===== config.mk =====
export PLATFORM = sky130hd
export DESIGN_NAME = rtcm3_frame_deframer_unit
export DESIGN_NICKNAME = d
export VERILOG_FILES = /design/src/hw/rtl/rtcm3_dfr_pkg.sv /design/src/hw/rtl/rtcm3_frame_deframer_unit.sv
export SDC_FILE = /design/constraint.sdc
export NUM_CORES = 1
export LEC_CHECK = 0
export BUFFER_PORTS_ARGS = -buffer_cell sky130_fd_sc_hd__buf_2
export CELL_PAD_IN_SITES_DETAIL_PLACEMENT = 0
export CELL_PAD_IN_SITES_GLOBAL_PLACEMENT = 2
export CORE_MARGIN = 8
export CORE_UTILIZATION = 39
export DETAILED_ROUTE_END_ITERATION = 6
export GPL_TIMING_DRIVEN = 0
export PLACE_DENSITY = 0.8
export SLEW_MARGIN = 20
export SYNTH_ARGS = -nofsm -noshare
export SYNTH_HDL_FRONTEND = slang
export SYNTH_SLANG_ARGS = --single-unit

===== constraint.sdc =====
create_clock -name clk -period 9.5 [get_ports clk]
set_input_delay 1.9 -clock clk [delete_from_list [all_inputs] [get_ports clk]]
set_output_delay 1.9 -clock clk [all_outputs]
set_load 0.02 [all_outputs]

===== src/hw/rtl/rtcm3_dfr_pkg.sv =====
// Shared types, constants and the byte-wise CRC-24Q step for the RTCM v3 deframer.
// No dependencies; imported by rtcm3_frame_deframer_unit.
package rtcm3_dfr_pkg;

  // field widths
  localparam int BYTE_W        = 8;
  localparam int LEN_W         = 10;
  localparam int MSG_W         = 12;
  localparam int CRC_W         = 24;
  localparam int FRAME_COUNT_W = 16;
  localparam int ERR_W         = 3;
  localparam int IDX_W         = 11;
  localparam int TDATA_W       = 72;
  localparam int PADDR_W       = 3;
  localparam int PDATA_W       = 32;

  // default width of the good-frame counter
  localparam int COUNT_BITS_DEF = 16;

  // result queue
  localparam int Q_DEPTH = 4;
  localparam int QPTR_W  = $clog2(Q_DEPTH);
  localparam int QCNT_W  = $clog2(Q_DEPTH + 1);

  // CRC-24Q
  localparam logic [CRC_W-1:0] CRC_POLY    = 24'h864CFB;
  localparam logic [1:0]       LEN_HI_MASK = 2'b11;

  // frame header positions
  localparam logic [IDX_W-1:0] IDX_PREAMBLE = 11'd0;
  localparam logic [IDX_W-1:0] IDX_LEN_HI   = 11'd1;
  localparam logic [IDX_W-1:0] IDX_LEN_LO   = 11'd2;
  localparam logic [IDX_W-1:0] IDX_MSG_HI   = 11'd3;
  localparam logic [IDX_W-1:0] IDX_MSG_LO   = 11'd4;
  localparam logic [IDX_W-1:0] HDR_BYTES    = 11'd3;
  localparam logic [IDX_W-1:0] OVERHEAD     = 11'd6;
  localparam logic [IDX_W-1:0] MIN_FRAME    = 11'd7;

  // register indexes
  localparam logic REG_SYNC_BYTE  = 1'b0;
  localparam logic REG_MAX_LENGTH = 1'b1;

  localparam logic [BYTE_W-1:0] SYNC_BYTE_RST  = 8'd211;
  localparam logic [LEN_W-1:0]  MAX_LENGTH_RST = 10'd1023;

  // result kinds
  localparam logic KIND_FRAME = 1'b0;
  localparam logic KIND_DONE  = 1'b1;

  typedef enum logic [ERR_W-1:0] {
    ERR_NONE     = 3'd0,
    ERR_SHORT    = 3'd1,
    ERR_PREAMBLE = 3'd2,
    ERR_LENGTH   = 3'd3,
    ERR_TRUNC    = 3'd4,
    ERR_CRC      = 3'd5
  } err_t;

  // one queued result beat
  typedef struct packed {
    logic                kind;
    logic [TDATA_W-1:0]  data;
    logic                last;
  } res_t;

  // one byte through the CRC-24Q register, msb first
  function automatic logic [CRC_W-1:0] crc_byte(input logic [CRC_W-1:0] crc,
                                                input logic [BYTE_W-1:0] b);
    logic [CRC_W-1:0] c;
    c = crc ^ {b, 16'h0000};
    for (int i = 0; i < BYTE_W; i++) begin
      if (c[CRC_W-1]) begin
        c = {c[CRC_W-2:0], 1'b0} ^ CRC_POLY;
      end else begin
        c = {c[CRC_W-2:0], 1'b0};
      end
    end
    return c;
  endfunction

  // pack the result fields into tdata, lowest field first
  function automatic logic [TDATA_W-1:0] pack_data(input logic [LEN_W-1:0] len,
                                                   input logic [MSG_W-1:0] mt,
                                                   input logic [CRC_W-1:0] crc,
                                                   input logic [FRAME_COUNT_W-1:0] cnt,
                                                   input err_t err);
    return {7'b0, err, cnt, crc, mt, len};
  endfunction

endpackage


===== src/hw/rtl/rtcm3_frame_deframer_unit.sv =====
// RTCM v3 deframer top level: byte parser, CRC-24Q check and result queue.
// Depends on rtcm3_dfr_pkg.
// Results of an accepted byte enter the result queue and reach m_* behind any results still queued.
// Throughput: one byte per cycle; the byte CRC step is one unrolled XOR network.
// s_tready drops while the 4-entry result queue holds more than two results,
// since one byte can give a frame result and a done result.
// Reset (rst, synchronous) empties the queue, clears the parser and loads 211 / 1023.
module rtcm3_frame_deframer_unit
  import rtcm3_dfr_pkg::*;
#(
  parameter int COUNT_BITS = COUNT_BITS_DEF
) (
  input  logic                clk,
  input  logic                rst,
  // input stream
  input  logic                s_tvalid,
  output logic                s_tready,
  input  logic [BYTE_W-1:0]   s_tdata,   // [7:0] data_byte
  input  logic                s_tlast,   // end_of_buffer
  // result stream
  output logic                m_tvalid,
  input  logic                m_tready,
  output logic [TDATA_W-1:0]  m_tdata,   // [9:0] payload_length, [21:10] msg_type,
                                         // [45:22] frame_crc, [61:46] frame_count,
                                         // [64:62] error_code, [71:65] zero
  output logic                m_tuser,   // kind
  output logic                m_tlast,   // last_result
  // configuration
  input  logic                psel,
  input  logic                penable,
  input  logic                pwrite,
  input  logic [PADDR_W-1:0]  paddr,
  input  logic [PDATA_W-1:0]  pwdata,
  output logic [PDATA_W-1:0]  prdata,
  output logic                pready
);

  localparam int CntW = (COUNT_BITS > FRAME_COUNT_W) ? FRAME_COUNT_W : COUNT_BITS;

  typedef enum logic {PH_RUN, PH_STOP} phase_t;

  // configuration registers
  logic [BYTE_W-1:0] sync_byte;
  logic [LEN_W-1:0]  max_length;
  logic              apb_write;

  assign pready    = 1'b1;
  assign apb_write = psel && penable && pwrite;

  always_ff @(posedge clk) begin
    if (rst) begin
      sync_byte  <= SYNC_BYTE_RST;
      max_length <= MAX_LENGTH_RST;
    end else if (apb_write) begin
      if (paddr[2] == REG_SYNC_BYTE) begin
        sync_byte <= pwdata[BYTE_W-1:0];
      end else begin
        max_length <= pwdata[LEN_W-1:0];
      end
    end
  end

  always_comb begin
    if (paddr[2] == REG_SYNC_BYTE) begin
      prdata = {{(PDATA_W-BYTE_W){1'b0}}, sync_byte};
    end else begin
      prdata = {{(PDATA_W-LEN_W){1'b0}}, max_length};
    end
  end

  // parser state
  phase_t            phase, phase_next;
  logic [IDX_W-1:0]  byte_index, byte_index_next;
  logic [LEN_W-1:0]  frame_len, frame_len_next;
  logic [CRC_W-1:0]  crc_acc, crc_acc_next;
  logic [CRC_W-1:0]  crc_received, crc_received_next;
  logic [MSG_W-1:0]  msg_type_reg, msg_type_reg_next;
  logic [CntW-1:0]   good_frames, good_frames_next;
  err_t              pending_error, pending_error_next;

  logic              s_accept;
  logic              frame_ok;
  logic [IDX_W-1:0]  body;
  res_t              frame_res, done_res;
  err_t              done_err;

  assign s_accept = s_tvalid && s_tready;

  // per-byte parse step
  always_comb begin
    phase_next         = phase;
    byte_index_next    = byte_index;
    frame_len_next     = frame_len;
    crc_acc_next       = crc_acc;
    crc_received_next  = crc_received;
    msg_type_reg_next  = msg_type_reg;
    good_frames_next   = good_frames;
    pending_error_next = pending_error;
    frame_ok           = 1'b0;
    body               = HDR_BYTES + IDX_W'(frame_len);
    frame_res          = '0;

    if (phase == PH_RUN) begin
      // header fields
      if (byte_index == IDX_PREAMBLE) begin
        if (s_tdata != sync_byte) begin
          pending_error_next = ERR_PREAMBLE;
        end
      end else if (byte_index == IDX_LEN_HI) begin
        frame_len_next = {s_tdata[1:0] & LEN_HI_MASK, 8'h00};
      end else if (byte_index == IDX_LEN_LO) begin
        frame_len_next = {frame_len[LEN_W-1:BYTE_W], s_tdata};
        if (pending_error_next == ERR_NONE &&
            (frame_len_next == '0 || frame_len_next > max_length)) begin
          pending_error_next = ERR_LENGTH;
        end
        body = HDR_BYTES + IDX_W'(frame_len_next);
      end

      // header and payload go through the crc, the trailer is collected
      if (byte_index < HDR_BYTES || byte_index < body) begin
        crc_acc_next = crc_byte(crc_acc, s_tdata);
        if (byte_index == IDX_MSG_HI) begin
          msg_type_reg_next = {s_tdata, 4'h0};
        end else if (byte_index == IDX_MSG_LO) begin
          msg_type_reg_next = {msg_type_reg[MSG_W-1:4], s_tdata[7:4]};
        end
      end else begin
        crc_received_next = {crc_received[CRC_W-BYTE_W-1:0], s_tdata};
      end

      byte_index_next = byte_index + 1'b1;

      // held error becomes final, or the frame closes
      if (byte_index_next == MIN_FRAME && pending_error_next != ERR_NONE) begin
        phase_next = PH_STOP;
      end else if (pending_error_next == ERR_NONE && byte_index_next >= HDR_BYTES &&
                   byte_index_next == OVERHEAD + IDX_W'(frame_len_next)) begin
        if (crc_received_next == crc_acc_next) begin
          frame_ok = 1'b1;
          if (good_frames != '1) begin
            good_frames_next = good_frames + 1'b1;
          end
          frame_res.kind = KIND_FRAME;
          frame_res.last = !s_tlast;
          frame_res.data = pack_data(frame_len_next,
                                     (frame_len_next >= LEN_W'(2)) ? msg_type_reg_next
                                                                   : '0,
                                     crc_received_next,
                                     FRAME_COUNT_W'(good_frames_next),
                                     ERR_NONE);
          byte_index_next    = '0;
          frame_len_next     = '0;
          crc_acc_next       = '0;
          crc_received_next  = '0;
          msg_type_reg_next  = '0;
          pending_error_next = ERR_NONE;
        end else begin
          pending_error_next = ERR_CRC;
          phase_next         = PH_STOP;
        end
      end
    end

    // end of buffer summary
    if (phase_next == PH_STOP) begin
      done_err = pending_error_next;
    end else if (byte_index_next == '0) begin
      done_err = ERR_NONE;
    end else if (byte_index_next < MIN_FRAME) begin
      done_err = ERR_SHORT;
    end else begin
      done_err = ERR_TRUNC;
    end
    done_res.kind = KIND_DONE;
    done_res.last = 1'b1;
    done_res.data = pack_data('0, '0, '0, FRAME_COUNT_W'(good_frames_next), done_err);

    if (s_tlast) begin
      phase_next         = PH_RUN;
      byte_index_next    = '0;
      frame_len_next     = '0;
      crc_acc_next       = '0;
      crc_received_next  = '0;
      msg_type_reg_next  = '0;
      pending_error_next = ERR_NONE;
      good_frames_next   = '0;
    end
  end

  always_ff @(posedge clk) begin
    if (rst) begin
      phase         <= PH_RUN;
      byte_index    <= '0;
      frame_len     <= '0;
      crc_acc       <= '0;
      crc_received  <= '0;
      msg_type_reg  <= '0;
      good_frames   <= '0;
      pending_error <= ERR_NONE;
    end else if (s_accept) begin
      phase         <= phase_next;
      byte_index    <= byte_index_next;
      frame_len     <= frame_len_next;
      crc_acc       <= crc_acc_next;
      crc_received  <= crc_received_next;
      msg_type_reg  <= msg_type_reg_next;
      good_frames   <= good_frames_next;
      pending_error <= pending_error_next;
    end
  end

  // result queue, up to two pushes and one pop per cycle
  res_t              q_mem [Q_DEPTH];
  logic [QPTR_W-1:0] wr_ptr, rd_ptr;
  logic [QCNT_W-1:0] q_count;
  logic [1:0]        n_push;
  logic              pop;
  res_t              push0, push1;

  assign n_push   = s_accept ? ({1'b0, frame_ok} + {1'b0, s_tlast}) : 2'd0;
  assign push0    = frame_ok ? frame_res : done_res;
  assign push1    = done_res;
  assign pop      = m_tvalid && m_tready;
  assign s_tready = (q_count <= QCNT_W'(Q_DEPTH - 2));
  assign m_tvalid = (q_count != '0);
  assign m_tdata  = q_mem[rd_ptr].data;
  assign m_tuser  = q_mem[rd_ptr].kind;
  assign m_tlast  = q_mem[rd_ptr].last;

  always_ff @(posedge clk) begin
    if (n_push != 2'd0) begin
      q_mem[wr_ptr] <= push0;
    end
    if (n_push == 2'd2) begin
      q_mem[wr_ptr + 1'b1] <= push1;
    end
  end

  always_ff @(posedge clk) begin
    if (rst) begin
      wr_ptr  <= '0;
      rd_ptr  <= '0;
      q_count <= '0;
    end else begin
      wr_ptr  <= wr_ptr + QPTR_W'(n_push);
      rd_ptr  <= rd_ptr + QPTR_W'(pop);
      q_count <= q_count + QCNT_W'(n_push) - QCNT_W'(pop);
    end
  end

  // checks
  a_queue_bound: assert property (@(posedge clk) disable iff (rst)
    q_count <= QCNT_W'(Q_DEPTH))
    else $error("result queue overflow");

  a_buffer_restart: assert property (@(posedge clk) disable iff (rst)
    s_accept && s_tlast |=> byte_index == '0 && good_frames == '0 && phase == PH_RUN)
    else $error("parser not cleared after end of buffer");

  a_no_frame_when_stopped: assert property (@(posedge clk) disable iff (rst)
    phase == PH_STOP |-> !frame_ok)
    else $error("frame reported after a final error");

  a_two_results_need_end: assert property (@(posedge clk) disable iff (rst)
    n_push == 2'd2 |-> frame_ok && s_tlast && $past(q_count) <= QCNT_W'(Q_DEPTH))
    else $error("double push without end of buffer");

endmodule


# Yosys cells after proc, flatten, opt, wreduce, memory -nomap -nowiden
# Memory sizes are Yosys's and may differ from the RTL's. A register that Yosys moved wholly into a read port is not among the register bits.
# Cells that the tools add are included.
[word_totals]
regBits = 126
ram_bits = 296
in_bits = 51
out_inout_bits = 109
word_cells = 179
memories = 1
[memory_table]
columns = ["name", "depth", "word_bits", "rd", "rd_ports_with_merged_regs", "wr", "line", "source"]
rows = [
  ["q_mem", 4, 74, 1, 1, 2, "rtcm3_frame_deframer_unit.sv:214", "res_t q_mem [Q_DEPTH];"],
]
[op_classes]
addsub = 11
order_cmp = 7
eq_ne = 11
mux = 104
bitwise = 10
reduce_logical = 22
[ops]
columns = ["cell", "count"]
rows = [
  ["$mux W24", 36],
  ["$mux W63", 4],
  ["$not A13 Y13", 8],
  ["$mux W11", 9],
  ["$mux W12", 8],
  ["$mux W16", 6],
  ["$mux W10", 9],
  ["$mux W74", 1],
  ["$mux W3", 14],
  ["$eq A24 B24 Y1", 1],
  ["$xor A24 B24 Y24", 1],
  ["$add A2 B10 Y11 const A", 2],
  ["$eq A11 B2 Y1 const B", 2],
  ["$eq A11 B3 Y1 const B", 2],
  ["$logic_not A11 Y1", 2],
  ["$add A16 B1 Y16 const B", 1],
  ["$ne A16 B16 Y1 const B", 1],
  ["$mux W1", 13],
  ["$add A11 B1 Y11 const B", 1],
  ["$add A3 B10 Y11 const A", 1],
  ["$eq A11 B1 Y1 const B", 1],
  ["$eq A11 B11 Y1", 1],
  ["$ge A11 B2 Y1 const B", 1],
  ["$lt A11 B11 Y1", 1],
  ["26 further kinds", 39],
]

# Logic depth before layout (Yosys ltp)
[logic_depth]
word_depth = 47
mapped_depth = 30
mapped_depth_nobuf = 27

# Least setup slack after synthesis
# No wires, ideal clock.
[synth_path]
path_type = "input to register"
start = "input s_tdata[1]"
end = "memory q_mem[1][47] in the netlist's numbering, enable pin"
setup_time_ps = 375
arrival_ps = 7149
t_required_ps = 9125
setup_slack_ps = 1976
cell_stages = 25
n_path_buf = 4
cell_sequence = "clkbuf_1 -> inv_1 -> ha_1 -> nor2_1 -> and2_1 -> nand4_1 -> o21ai_0 -> xnor2_1 -> ha_1 -> a21o_1 -> a21oi_1 -> nor2b_1 -> a2111oi_0 -> a21oi_1 -> a211o_1 -> o21a_1 -> or3_1 -> buf_2 -> inv_2 -> buf_2 -> ha_1 -> mux2i_1 -> or3_1 -> clkbuf_1 -> inv_1"
[synth_lines]
columns = ["element", "line", "source"]
rows = [
  ["start, declared", "rtcm3_frame_deframer_unit.sv:18", "input logic [BYTE_W-1:0] s_tdata,"],
  ["end, declared", "rtcm3_frame_deframer_unit.sv:214", ""],
]

==> results.md <==
* Tcrit/Tclk final at 96.74%
* Chip Width at around 240 µm
* Placer congestion estimate at 0.8886
* Core area at 50990 µm²
* EDFF count, synth at 76
* Seq/Total Area, Yosys at a little over two fifths
* GRT overflow at 0
* DRC Markers at 0
* Register area at between 8000 and 9000 µm²
* Top achievable clock speed at between 0.1 and 0.15 GHz
* #FFs+latches synth at around 390
* RSZ-0062 raised after global routing: true
* Max-slew headroom at 23.69%
* Final net count at ~2300
* Filler Cell Count at ~5000
* Insertion delay to the later sink of the worst-skew pair at between 500 and 600 ps
* # rows at 83
* P_leak at roughly 8.3 nW
* Initial Util at ~39%
* Reg2reg path depth at 22
* Detail Route Antenna Nets at 0
* CTS tree: done
* Hold Crit Depth at 2
* Post-synth ARST share at 0%
* Most common cell in the netlist: dfxtp_1
* WP data required at about 9800 ps
* Post-synth top area cell: dfxtp_1
* Crit Path Category: in2reg
* Peak VDD IR at ~0.00012 V
* CP arrival at approximately 9500 ps
* # setup viols final at 0
* Hold Slack at 440.0 ps
* Largest net degree at the start of global routing at 22
* Vias in the first global route at approximately 16000
* Syn Inst Count at 2050
* Synth area leaders: dfxtp_1 (32%), edfxtp_1 (11%), mux4_2 (7.6%), nand2_1 (5.7%), xnor2_1 (4.4%)
* Per-cell routed wire length at 22.20 µm
* Power, Total at 0.004980 W
* Warnings, synthesis at 0
* Biggest regs: q_mem (268), crc_acc (24), crc_received (24)
* DIE HEIGHT at roughly 240 µm
* Clk buf depth at 3
* Synth cell types at 85
* Post-synth top area share at 31.86%
* Hold Fails Final Rpt at 0
* Initial antenna violation count at 2
* Maxcap violations at 0
* Hold Path Class: reg2reg
* Fin crit period at roughly 9000 ps
* Synthesized area at between 15000 and 20000 µm²
* Vias/cell at approximately 5.6
* Worst setup SP type: input pin
* PortBufs at ~100
* TritonRoute pass-1 iters at 6
* Post-placement cell area at between 20000 and 25000 µm²
* Cell Count, Final, Fillers Out at 2945
* Clock tree root driver cell: clkbuf_16
* CP max FO at 11
* Max FFs per register at 268
* Fin Clk Skew at about 14 ps
* Final WL at around 65000 µm
* Slew Viols, Final at 0
* Power density cells at 216.5 nW/µm²
* Multi-input logic area at between 10000 and 15000 µm²
* Top FF cell, synth: dfxtp_1
* Mapped Avg Cell Area at between 9 and 10 µm²
* DP Wirelength at between 40000 and 50000 µm
* Layout cells sized above 1 at roughly 16%
* Worst Setup End Kind: register
* P&R area growth vs syn at 15.14%
* CTS Hold Buffers Added at 0
* Die area at 58730 µm²
* Initial DRC count at 1239
* Fin area at about 23000 µm²
* Synth top cells by count: dfxtp_1 (318), nand2_1 (306), o21ai_1 (166)
* Via count at between 15000 and 20000
* Inserted Clock Buffers at 47
* Clk pin slew, worst setup/hold paths at 60 ps
* Worst-margin pin slew at 1134 ps
* First-pass GRT wire length at around 100000 µm
* Cell total after placement at around 2900
* GRT Overall Usage at ~22%
* Clock Sinks at 394
* I/O pins at 160
* Status: completed
* Fin util at 45.12%
* Htree depth at 2
* Largest register by flop count: q_mem
-- placed cells by master, fill, tap and decap left out, drive strengths merged, types with 31 or more instances in the layout --
master | synthesis | final
a21oi | 31 | 31
a22o | 51 | 51
buf | 63 | 168
clkbuf | 108 | 176
dfxtp | 318 | 318
edfxtp | 76 | 76
ha | 35 | 35
inv | 36 | 34
mux2 | 32 | 32
mux4 | 67 | 67
nand2 | 306 | 306
nand3 | 44 | 44
nor2 | 138 | 138
o21ai | 214 | 214
xnor2 | 100 | 100
xor2 | 42 | 42
-- worst max-delay path, stage by stage --
cell	delay [ps]
buf_2	90
clkbuf_1	390
clkbuf_1	620
nand2_1	110
nor2_1	180
and2_1	170
nand4_1	130
o21ai_0	380
xnor2_1	180
ha_1	270
a21o_1	190
a21oi_1	140
nor2b_1	60
a2111oi_1	590
a21oi_1	330
a211o_1	410
o21a_1	240
or3_1	340
buf_2	200
inv_2	160
buf_2	300
ha_1	340
mux2i_1	330
or3_1	610
clkinvlp_4	530
nand4_1	210
nand2_1	70
-- layer usage --
layer	vias to the layer above	track usage (%)	wire length, µm	share of wire [%]
li1	7711	-	-	-
met1	8109	29.82	29950	46
met2	451	35.10	30400	46
met3	102	3.274	3462	5.3
met4	2	5.818	1561	2.4
met5	-	0	13	0.020
-- per-stage QoR --
| step | setup slack, ps | TNS, ps |
|---|---|---|
| floorplan | 1976 | 0 |
| global placement | -940.8 | -110060 |
| detailed placement | -932.8 | -86640 |
| CTS | 50.08 | 0 |
| global route | -72.45 | -262.9 |
| finish | 310.1 | 0 |
-- cells by family after synthesis --
logic type	share of synthesized area (%)
and+or+nand+nor	15.51
AOI/OAI and AO/OA	14.62
DFF	43.28
buffers and inverters	4.690
xor gates and xnor gates	8.955
muxes	10.61
adders and majority gates	2.292
other	0.03759
-- power breakdown --
group          switching, W  internal, W
registers         0.0000581      0.00177
clock network      0.000722      0.00102
logic              0.000794     0.000613
total               0.00157      0.00341
-- final timing paths --
check / startpoint / endpoint / slack (ps)
worst min-delay path: q_mem[3][73] / q_mem[3][73] / 440
worst min register to register: q_mem[3][73] / q_mem[3][73] / 440
worst max register to register: byte_index[8] / q_mem[3][56] / 1120
worst max-delay path: s_tdata[3] / q_mem[3][56] / 310
-- final cells by class --
cell class	instances	share of cell area, %
multi-input combinational	1472	45.73
clock buffer	70	5.945
sequential	394	37.59
timing repair inverter	2	0.06527
clock inverter	11	0.5493
timing repair buffer	105	2.306
tap	680	3.698
buffer	169	3.383
inverter	41	0.7179
antenna	1	0.01088
-- repair_timing --
action	in CTS	in global routing
resized for setup	2	8
pin swaps	1	0
setup endpoints to repair	23	206
gates cloned	2	0
setup buffers	1	0
Power figures use the tool's default switching activity.
